## src/hdl/digit_settable_countdown_timer_unit_assert.svh

```systemverilog
// Assertion helpers for the countdown timer.
`ifndef DIGIT_SETTABLE_COUNTDOWN_TIMER_UNIT_ASSERT_SVH
`define DIGIT_SETTABLE_COUNTDOWN_TIMER_UNIT_ASSERT_SVH

`ifndef ASSERT_OFF

// cond must hold at every edge outside reset
`define DSCT_ASSERT(lbl, clk, rst, cond) \
  lbl: assert property (@(posedge clk) disable iff (rst) (cond)) \
    else $error("assertion failed");

// ante implies cons in the same cycle
`define DSCT_ASSERT_IMP(lbl, clk, rst, ante, cons) \
  lbl: assert property (@(posedge clk) disable iff (rst) (ante) |-> (cons)) \
    else $error("assertion failed");

`else

`define DSCT_ASSERT(lbl, clk, rst, cond)
`define DSCT_ASSERT_IMP(lbl, clk, rst, ante, cons)

`endif

`endif

```

## src/hdl/dsct_pkg.sv

```systemverilog
package dsct_pkg;

  localparam int CNT_W = 17;

  localparam logic [CNT_W-1:0] COUNT_MAX    = 17'd86399;
  localparam logic [CNT_W:0]   DAY_SEC      = 18'd86400;
  localparam logic [CNT_W-1:0] PRESET_RESET = 17'd30;
  localparam logic [CNT_W-1:0] HOUR_SEC     = 17'd3600;
  localparam logic [11:0]      MIN_SEC      = 12'd60;

  // floor(x * RECIP >> SHIFT) == floor(x / divisor) over the used range
  localparam logic [15:0] HOUR_RECIP = 16'd37283;  // 2^27 / 3600, rounded up
  localparam logic [12:0] MIN_RECIP  = 13'd4370;   // 2^18 / 60, rounded up

  typedef enum logic [2:0] {
    EV_TICK  = 3'd0,
    EV_DEC   = 3'd1,
    EV_INC   = 3'd2,
    EV_HOLD  = 3'd3,
    EV_START = 3'd4,
    EV_STOP  = 3'd5,
    EV_CLEAR = 3'd6,
    EV_NOP   = 3'd7
  } event_t;

  // cursor columns that select a digit
  localparam logic [3:0] CUR_10H = 4'd7;
  localparam logic [3:0] CUR_1H  = 4'd8;
  localparam logic [3:0] CUR_10M = 4'd10;
  localparam logic [3:0] CUR_1M  = 4'd11;
  localparam logic [3:0] CUR_10S = 4'd13;
  localparam logic [3:0] CUR_1S  = 4'd14;

  // count word handed from the state update to the h:m:s converter
  typedef struct packed {
    logic [CNT_W-1:0] count;
    logic             buzzer;
    logic             running;
  } cnt_word_t;

  function automatic logic [CNT_W-1:0] digit_weight(input logic [3:0] pos);
    logic [CNT_W-1:0] w;
    case (pos)
      CUR_10H: w = 17'd36000;
      CUR_1H:  w = 17'd3600;
      CUR_10M: w = 17'd600;
      CUR_1M:  w = 17'd60;
      CUR_10S: w = 17'd10;
      CUR_1S:  w = 17'd1;
      default: w = '0;
    endcase
    return w;
  endfunction

endpackage

```

## src/hdl/dsct_core.sv

```systemverilog
// Input register and timer state update.
module dsct_core (
  input  logic               clk,
  input  logic               rst,
  input  logic               cfg_we,
  input  logic [16:0]        cfg_wdata,
  input  logic               in_valid,
  output logic               in_ready,
  input  logic [2:0]         in_mode,
  input  logic [3:0]         in_pos,
  input  logic               in_page,
  output logic               word_valid,
  input  logic               word_ready,
  output dsct_pkg::cnt_word_t word
);
  import dsct_pkg::*;

  logic             v0;
  event_t           mode0;
  logic [3:0]       pos0;
  logic             page0;

  logic [CNT_W-1:0] preset;
  logic [CNT_W-1:0] count;
  logic [CNT_W-1:0] set_val;
  logic             run_flag;
  logic             alarm;

  logic [CNT_W-1:0] count_next;
  logic [CNT_W-1:0] set_val_next;
  logic             run_flag_next;
  logic             alarm_next;

  logic [CNT_W-1:0] w;
  logic [CNT_W:0]   inc_sum;
  logic             may_set;
  logic             fire;

  assign in_ready   = !v0 || word_ready;
  assign fire       = v0 && word_ready;
  assign word_valid = v0;

  assign w       = digit_weight(pos0);
  assign inc_sum = {1'b0, set_val} + {1'b0, w};
  assign may_set = page0 && !run_flag;

  always_comb begin
    count_next    = count;
    set_val_next  = set_val;
    run_flag_next = run_flag;
    alarm_next    = alarm;
    unique case (mode0)
      EV_TICK: begin
        if (run_flag && count != '0) count_next = count - 17'd1;
      end
      EV_DEC: begin
        if (may_set && w != '0 && set_val >= w) set_val_next = set_val - w;
      end
      EV_INC: begin
        if (may_set && w != '0 && inc_sum < DAY_SEC) set_val_next = inc_sum[CNT_W-1:0];
      end
      EV_HOLD: begin
        if (may_set) set_val_next = (preset > COUNT_MAX) ? COUNT_MAX : preset;
      end
      EV_START: run_flag_next = 1'b1;
      EV_STOP:  run_flag_next = 1'b0;
      EV_CLEAR: alarm_next = 1'b0;
      EV_NOP:   ;
      default:  ;
    endcase
    if (!run_flag_next) count_next = set_val_next;
    // expiry
    if (run_flag_next && count_next == '0) begin
      alarm_next    = 1'b1;
      run_flag_next = 1'b0;
      count_next    = set_val_next;
    end
  end

  assign word.count   = count_next;
  assign word.buzzer  = alarm_next;
  assign word.running = run_flag_next;

  always_ff @(posedge clk) begin
    if (rst) begin
      v0       <= 1'b0;
      preset   <= PRESET_RESET;
      count    <= PRESET_RESET;
      set_val  <= PRESET_RESET;
      run_flag <= 1'b0;
      alarm    <= 1'b0;
    end else begin
      if (in_ready) v0 <= in_valid;
      if (cfg_we) preset <= cfg_wdata;
      if (fire) begin
        count    <= count_next;
        set_val  <= set_val_next;
        run_flag <= run_flag_next;
        alarm    <= alarm_next;
      end
    end
  end

  always_ff @(posedge clk) begin
    if (in_ready && in_valid) begin
      mode0 <= event_t'(in_mode);
      pos0  <= in_pos;
      page0 <= in_page;
    end
  end

endmodule

```

## src/hdl/dsct_hms.sv

```systemverilog
// Seconds count to h:m:s, reciprocal multiplies, one product per stage.
module dsct_hms (
  input  logic                clk,
  input  logic                rst,
  input  logic                in_valid,
  output logic                in_ready,
  input  dsct_pkg::cnt_word_t in_word,
  output logic                out_valid,
  input  logic                out_ready,
  output logic [4:0]          hours,
  output logic [5:0]          minutes,
  output logic [5:0]          seconds,
  output logic                buzzer,
  output logic                running
);
  import dsct_pkg::*;

  logic va, vb, vc, vd;
  logic rdy_a, rdy_b, rdy_c, rdy_d, rdy_o;

  cnt_word_t        wa, wb;
  logic [4:0]       hb, hc, hd;
  logic [1:0]       fc, fd;        // {buzzer, running}
  logic [11:0]      rc, rd;
  logic [5:0]       md;

  logic [32:0]      prod_h;
  logic [CNT_W-1:0] rem_full;
  logic [24:0]      prod_m;
  logic [11:0]      sec_full;

  assign rdy_o    = !out_valid || out_ready;
  assign rdy_d    = !vd || rdy_o;
  assign rdy_c    = !vc || rdy_d;
  assign rdy_b    = !vb || rdy_c;
  assign rdy_a    = !va || rdy_b;
  assign in_ready = rdy_a;

  assign prod_h   = 33'(wa.count) * 33'(HOUR_RECIP);
  assign rem_full = wb.count - (17'(hb) * HOUR_SEC);
  assign prod_m   = 25'(rc) * 25'(MIN_RECIP);
  assign sec_full = rd - (12'(md) * MIN_SEC);

  always_ff @(posedge clk) begin
    if (rst) begin
      va        <= 1'b0;
      vb        <= 1'b0;
      vc        <= 1'b0;
      vd        <= 1'b0;
      out_valid <= 1'b0;
    end else begin
      if (rdy_a) va <= in_valid;
      if (rdy_b) vb <= va;
      if (rdy_c) vc <= vb;
      if (rdy_d) vd <= vc;
      if (rdy_o) out_valid <= vd;
    end
  end

  always_ff @(posedge clk) begin
    if (rdy_a && in_valid) wa <= in_word;
    if (rdy_b && va) begin
      wb <= wa;
      hb <= prod_h[31:27];
    end
    if (rdy_c && vb) begin
      hc <= hb;
      rc <= rem_full[11:0];
      fc <= {wb.buzzer, wb.running};
    end
    if (rdy_d && vc) begin
      hd <= hc;
      rd <= rc;
      md <= prod_m[23:18];
      fd <= fc;
    end
    if (rdy_o && vd) begin
      hours   <= hd;
      minutes <= md;
      seconds <= sec_full[5:0];
      buzzer  <= fd[1];
      running <= fd[0];
    end
  end

endmodule

```

## src/hdl/digit_settable_countdown_timer_unit.sv

```systemverilog
// Countdown timer, whole seconds, with a set mode and a run mode. Each input
// word is one event (tick, digit step, hold, start, stop, clear alarm) and
// gives exactly one output word with the remaining count as h:m:s, the
// buzzer flag and the running flag, reflecting the state after the event.
// An event is taken every cycle while the output side keeps up. An accepted
// event sits in the input register while the state update runs, then a
// capture register and four converter stages follow: hours by reciprocal
// multiply, hour remainder, minutes by reciprocal multiply, seconds.
// Latency is set by the input register and the converter pipeline; throughput
// is one word per cycle while the output side keeps up, as the state update is combinational.
// The user must write the preset register with cfg_we/cfg_wdata while no
// event is in flight; the block itself does not enforce this. It resets to 30
// seconds, and a hold loads it saturated to 23:59:59.
`include "digit_settable_countdown_timer_unit_assert.svh"

module digit_settable_countdown_timer_unit (
  input  logic        clk,
  input  logic        rst,
  // preset register write
  input  logic        cfg_we,
  input  logic [16:0] cfg_wdata,     // preset_seconds
  // event stream
  input  logic        s_tvalid,
  output logic        s_tready,
  input  logic [7:0]  s_tdata,       // [3:0] cursor_pos, [4] on_timer_page, [7:5] zero
  input  logic [2:0]  s_tuser,       // [2:0] mode
  // result stream
  output logic        m_tvalid,
  input  logic        m_tready,
  output logic [23:0] m_tdata        // [4:0] hours, [10:5] minutes, [16:11] seconds,
                                     // [17] buzzer, [18] running, [23:19] zero
);
  import dsct_pkg::*;

  cnt_word_t   word;
  logic        word_valid;
  logic        word_ready;

  logic [4:0]  hours;
  logic [5:0]  minutes;
  logic [5:0]  seconds;
  logic        buzzer;
  logic        running;

  dsct_core u_core (
    .clk        (clk),
    .rst        (rst),
    .cfg_we     (cfg_we),
    .cfg_wdata  (cfg_wdata),
    .in_valid   (s_tvalid),
    .in_ready   (s_tready),
    .in_mode    (s_tuser),
    .in_pos     (s_tdata[3:0]),
    .in_page    (s_tdata[4]),
    .word_valid (word_valid),
    .word_ready (word_ready),
    .word       (word)
  );

  dsct_hms u_hms (
    .clk       (clk),
    .rst       (rst),
    .in_valid  (word_valid),
    .in_ready  (word_ready),
    .in_word   (word),
    .out_valid (m_tvalid),
    .out_ready (m_tready),
    .hours     (hours),
    .minutes   (minutes),
    .seconds   (seconds),
    .buzzer    (buzzer),
    .running   (running)
  );

  assign m_tdata = {5'd0, running, buzzer, seconds, minutes, hours};

  // count never leaves one day
  `DSCT_ASSERT_IMP(a_count_range, clk, rst, word_valid, word.count <= COUNT_MAX)
  // reciprocal divides stay in range
  `DSCT_ASSERT_IMP(a_hms_range, clk, rst, m_tvalid,
    (hours <= 5'd23) && (minutes <= 6'd59) && (seconds <= 6'd59))
  // input stalls only when the whole pipe is full behind a held result
  `DSCT_ASSERT_IMP(a_stall_full, clk, rst, !s_tready, m_tvalid && !m_tready)

endmodule

```

## config.mk

```make
export PLATFORM = sky130hd
export DESIGN_NAME = digit_settable_countdown_timer_unit
export DESIGN_NICKNAME = d
export VERILOG_FILES = /design/src/hdl/dsct_pkg.sv /design/src/hdl/dsct_core.sv /design/src/hdl/dsct_hms.sv /design/src/hdl/digit_settable_countdown_timer_unit.sv
export VERILOG_INCLUDE_DIRS = /design/src /design/src/hdl
export SDC_FILE = /design/constraint.sdc
export NUM_CORES = 1
export LEC_CHECK = 0
export BUFFER_PORTS_ARGS = -buffer_cell sky130_fd_sc_hd__buf_2
export CAP_MARGIN = 20
export CORE_MARGIN = 3
export CORE_UTILIZATION = 55
export CTS_CLUSTER_SIZE = 25
export DETAILED_ROUTE_END_ITERATION = 12
export HOLD_SLACK_MARGIN = 0.02
export PLACE_DENSITY = 0.72
export SLEW_MARGIN = 20
export SYNTH_ARGS = -nofsm -noshare
export SYNTH_HDL_FRONTEND = slang
export SYNTH_SLANG_ARGS = --single-unit
```

## constraint.sdc

```tcl
create_clock -name clk -period 6.5 [get_ports clk]
set_clock_uncertainty 0.05 [all_clocks]
set_input_delay 0.325 -clock clk [delete_from_list [all_inputs] [get_ports clk]]
set_output_delay 0.325 -clock clk [all_outputs]
set_load 0.05 [all_outputs]
```

=== Yosys cells after proc, flatten, opt, wreduce, memory -nomap -nowiden ===
Cells that the tools add are included.

* Bits in registers: 162
* Input port bits: 33

* Add/subtract/negate cells: 5
* $mul: 4
* Order comparisons: 3
* Equal/unequal tests: 12
* Mux-type cells: 14
* Reductions and logical operators: 29

{| class="wikitable"
|+ Operator list
! kind !! count
|-
| 17-bit 2-to-1 mux || 8
|-
| 16-bit one-hot mux with 6 select lines || 1
|-
| 17-bit one-hot mux with 3 select lines || 1
|-
| 17-bit nonzero test || 2
|-
| 17-bit by 16-bit multiplier with 32-bit output (second input constant) || 1
|-
| 12-bit by 12-bit multiplier with 23-bit output (second input constant) || 1
|-
| 4-bit == test (second input constant) || 5
|-
| 17-bit by 16-bit adder with 18-bit output || 1
|-
| 18-bit by 17-bit < comparator with 1-bit output (second input constant) || 1
|-
| 17-bit by 16-bit >= comparator with 1-bit output || 1
|-
| 17-bit greater-than comparator (second input constant) || 1
|-
| 17-bit logical NOT || 1
|-
| 17-bit by 1-bit subtractor with 17-bit output (second input constant) || 1
|-
| 17-bit by 16-bit subtractor with 17-bit output || 1
|-
| 1-bit logical AND || 12
|-
| 12-bit subtractor || 1
|-
| 3-bit == test (second input constant) || 3
|-
| 5-bit by 8-bit multiplier with 8-bit output (second input constant) || 1
|-
| 1-bit logical NOT || 7
|-
| 3-bit by 2-bit == test with 1-bit output (second input constant) || 2
|-
| 1-bit logical OR || 6
|-
| 6-bit by 4-bit multiplier with 4-bit output (second input constant) || 1
|-
| 6-bit subtractor || 1
|-
| 4-bit by 3-bit == test with 1-bit output (second input constant) || 1
|-
| 4 further kinds || 6
|}

=== Depth between registers and ports, before layout ===
* Depth after elaboration: 11
* Gate-level depth with buffers: 22
* Gate-level depth less buffers: 22

=== By module ===
From an unflattened synthesis, not the netlist that was laid out.

* Cell total of the unflattened synthesis: 1561
* Area total of the unflattened synthesis: 14906.8 um2

{| class="wikitable"
|+ By module, submodules not included
! module !! instances !! cells each !! area each (um2) !! seq. area each (um2)
|-
| dsct_hms || 1 || 707 || 8700.8 || 2952.8
|-
| dsct_core || 1 || 846 || 6149.6 || 1321.3
|-
| digit_settable_countdown_timer_unit || 1 || 8 || 56.3 || 0.0
|}

=== Least setup slack after synthesis ===
Ideal clock, no wire load.

* Kind: flip-flop to flip-flop
* Start point: register u_hms.wa[10] (netlist name)
* End point: register u_hms.hb[4] (data pin)
* Library setup time: 0.260 ns
* Arrival: 5.182 ns
* Required time: 6.190 ns
* Slack: 1.008 ns
* Cell stages (with the launch flop): 21
* Path buffers: 0
* Clock period less this slack: 5.492 ns
* Path through: edfxtp_1 ha_1 ha_1 inv_1 fa_1 inv_1 fa_1 fa_1 fa_1 ha_1 a21o_1 a21o_1 a21o_1 a21o_1 a211oi_1 a211oi_1 o221ai_1 o21ai_0 o21a_1 nor2_1 xnor2_1

* Longest elaborated chain between the ends: 1

{| class="wikitable"
|+ Ends and longest elaborated chain
! what !! line !! RTL
|-
| from (decl) || dsct_hms.sv:21 || <nowiki>cnt_word_t wa, wb;</nowiki>
|-
| from (signal assigned) || dsct_hms.sv:61 || <nowiki>if (rdy_a && in_valid) wa <= in_word;</nowiki>
|-
| 17-bit by 16-bit multiplier with 32-bit output || dsct_hms.sv:39 || <nowiki>assign prod_h = 33'(wa.count) * 33'(HOUR_RECIP);</nowiki>
|-
| via u_hms.prod_h[31] || dsct_hms.sv:27 || <nowiki>logic [32:0] prod_h;</nowiki>
|-
| to (signal assigned) || dsct_hms.sv:64 || <nowiki>hb <= prod_h[31:27];</nowiki>
|-
| to (decl) || dsct_hms.sv:22 || <nowiki>logic [4:0] hb, hc, hd;</nowiki>
|}

The timed path passes the listed nets, and every way through them passes these cells.
A chain may end at the register's enable or synchronous reset.

=== Worst setup path in the final report ===
Ends and elaborated chain as after synthesis.

==> results.py <==
metrics = {
    "cells_and_area": {
        "fin_nets": 1804,
        "num_antenna_cells": 0,
        "utilization_pct": 60.9,
        "syn2layout_area_growth_pct": 8.17,
        "stdcell_area_sq_um": 15400,
        "final_layout_size_suffix_gt1_share_pct": 8.65,
        "instances_no_fill": 1798,
    },
    "place": {
        "hpwl_microns": 25700,
        "placed_cells": 1759,
        "globalplace.congestion": 0.971,
        "numPortBuffers": 50,
        "dpl_cell_area_sq_um": 14700,
        "place_ws_ns": 0.481,
    },
    "sta": {
        "max_freq_ghz": 0.167,
        "finalWorstSetupSlack_ns": 0.500,
        "rsz0062_at_grt": "no",
        "report.final.slew_viol_count": 0,
        "worst_pin_slew_ns": 1.03,
        "finalCritPeriodShare_pct": 92.3,
        "slew_headroom_pct": 31.0,
        "hold_viol": 0,
        "period_minus_slack_ns": 6.00,
        "setup_viol": 0,
        "tns_ns": 0,
    },
    "pwr": {
        "vdd_ir_drop_max_mv": 0.297,
        "pwr_density_cell_nw_per_um2": 246,
        "power.leakage_nw": 7.10,
    },
    "setup_path": {
        "cp_slowest_cell": "edfxtp_1",
        "reg2regPathDepth": 20,
        "required_ns": 6.64,
        "crit_family": "adder cells",
        "max_stage_delay_ns": 0.57,
        "cp-end-kind": "register",
        "critPathKind": "register to register",
        "cp-start-kind": "register",
        "r2r_start": "u_hms.wa[10]$_DFFE_PP_",
        "crit_buf_inv": 2,
        "rr_endpoint": "u_hms.hb[4]$_DFFE_PP_",
        "critPathArrivalTime_ns": 6.14,
        "crit_chain": "ha_1, ha_1, inv_1, fa_1, inv_1, fa_1, fa_1, fa_1, ha_1, a21o_1, a21o_1, a21o_1, a21o_1, a211oi_1, a211oi_1, o221ai_1, o21ai_0, o21a_1, nor2_1, xnor2_1",
        "critPathMaxFanout": 8,
        "reg2reg_slack_ns": 0.50,
    },
    "clocking": {
        "cts-root-buf": "clkbuf_16",
        "clock_tree.buffer_depth": 2,
        "clk_pin_slew_ns": 0.08,
        "htreeDepth": 4,
        "numCtsBuffers": 17,
        "clk_latency_ns": 0.44,
        "cts_tree": "yes",
        "cts_sinks": 162,
    },
    "yosys": {
        "syn_inst": 1429,
        "ys_seq_area_share_pct": 30.0,
        "async_flop_share_pct": 0,
        "ys_seq_elements": 162,
        "yosys_warnings": 0,
        "avgSynthCellArea_sq_um": 9.97,
        "synthTopCellsByArea": "ha_1 (22%), edfxtp_1 (22%), fa_1 (9.4%)",
        "synth_common_cells": "ha_1 (249), inv_1 (157), edfxtp_1 (103), nor2_1 (103), a21oi_1 (77)",
        "dominantRegCellSynth": "edfxtp_1",
        "yosysMostFrequentCell": "ha_1",
        "synth_edf_count": 103,
        "ys_types": 87,
        "synth_top_area_share_pct": 21.9,
        "syn_area_sq_um": 14300,
        "yosys.area.top_type": "ha_1",
    },
    "die": {
        "rows": 58,
        "initial_core_util_pct": 56.3,
        "io_pins": 59,
        "dieArea_sq_um": 27900,
        "die_x_microns": 167,
        "core_sq_um": 25300,
        "fp.dieH_microns": 167,
    },
    "worst_hold_path": {
        "worstHoldStart": "cfg_wdata[4]",
        "hold_depth": 3,
        "holdPathEnd": "u_core.preset[4]$_SDFFE_PP1P_",
        "hold_class": "input pin to register",
    },
    "detailed_routing": {
        "finalWirelength_microns": 33700,
        "routedWlPerCell_microns": 18.7,
        "vias": 10941,
        "ant_nets": 0,
        "drtPass1Iterations": 7,
        "routed_via_density": 6.09,
        "drc": 0,
        "dr.first_iter.drc_count": 913,
    },
    "flow_run": {
        "drv_cap": 0,
    },
    "grt": {
        "grt_pass1_wl_microns": 54100,
        "grt_overflow": 0,
        "grt_pass1_vias": 10403,
        "grt_usage_pct": 24.1,
        "antenna_found_initial": 0,
        "grt_max_degree": 53,
    },
    "outcome": {
        "outcome": "completed",
    },
}
-- routing by layer --
metal,vias to the layer above,share of wire [%],global-route usage (%)
met5,-,0,0
met3,60,6.7,4.01
li1,5190,-,-
met1,5295,44,33.4
met4,0,2.0,5.74
met2,396,47,39.8
-- placed cells by master, fill, tap and decap left out, drive strengths merged, types with 39 or more instances in the layout --
cell type / instances
ha: 249
inv: 167
nor2: 103
edfxtp: 103
a21oi: 77
o21ai: 70
fa: 67
nand2: 67
buf: 62
dfxtp: 59
xnor2: 39
-- kinds of logic (layout without fill, tap and decap cells) --
family / after synthesis / count (layout) / share of synthesized area, %
AOI/OAI and AO/OA: 331 / 331 / 16.1
xor gates and xnor gates: 59 / 59 / 3.63
adders and majority gates: 316 / 316 / 31.3
buffers and inverters: 224 / 259 / 6.34
DFF: 162 / 162 / 30.0
muxes: 28 / 28 / 1.98
other: 1 / 5 / 0.0263
and+or+nand+nor: 308 / 308 / 10.7
-- flip-flops by register name, indices dropped and copies added (netlist names), 12 cells and up --
register / cells
u_core.set_val: 17
u_hms.wb: 14
u_core.count: 17
u_hms.wa: 19
u_core.preset: 17
u_hms.rc: 12
-- where the power goes --
group	internal, mW	total, mW	switching, mW
combinational	0.673	1.51	0.841
sequential	1.15	1.22	0.0713
clock	0.564	1.07	0.504
total	2.38	3.80	1.42
-- worst register-to-register path, cell delays in order (launching register included) --
cell	delay, ns
edfxtp_1	0.57
ha_1	0.37
ha_1	0.28
inv_1	0.05
fa_1	0.49
inv_1	0.06
fa_1	0.52
fa_1	0.52
fa_1	0.50
ha_1	0.32
a21o_1	0.18
a21o_1	0.17
a21o_1	0.17
a21o_1	0.19
a211oi_1	0.24
a211oi_1	0.11
o221ai_1	0.35
o21ai_0	0.23
o21a_1	0.23
nor2_1	0.11
xnor2_1	0.07
-- layout make-up --
cell class	instances	area (sq um)
clock inverters	15	205
multi-input cells	1047	9090
fillers	2119	9910
repair buffers	69	410
clock buffers	17	425
flip-flops and latches	162	4270
inverters	158	593
well taps	330	413
-- per-stage QoR --
step	hold slack, ns	power [mW]
6_report	0.0581	3.80
5_1_grt	0.0455	4.12
4_1_cts	0.0476	3.83
3_5_place_dp	0.355	2.75
3_3_place_gp	0.350	2.70
2_1_floorplan	0.350	2.38
-- how the worst max path moves through the flow --
stage,slack [ns],startpoint,depth (start not counted),to
finish,0.50,u_hms.wa[10]$_DFFE_PP_,20,u_hms.hb[4]$_DFFE_PP_
floorplan,1.01,u_hms.wa[10]$_DFFE_PP_,20,u_hms.hb[4]$_DFFE_PP_
detailed placement,0.48,u_hms.wa[10]$_DFFE_PP_,20,u_hms.hb[4]$_DFFE_PP_
global route,0.21,u_hms.wa[10]$_DFFE_PP_,20,u_hms.hb[4]$_DFFE_PP_
CTS,0.45,u_hms.wa[10]$_DFFE_PP_,20,u_hms.hb[4]$_DFFE_PP_
global placement,0.56,u_hms.wa[10]$_DFFE_PP_,20,u_hms.hb[4]$_DFFE_PP_
-- timing repair --
| action | CTS | global route |
|---|---|---|
| hold buffers | 7 | 0 |
| resized for setup | 0 | 0 |
| endpoints found under the setup margin | 0 | 0 |
| setup buffers | 0 | 0 |
| endpoints found under the hold margin | 7 | 0 |
No activity file was read; power rests on OpenSTA's default activity.
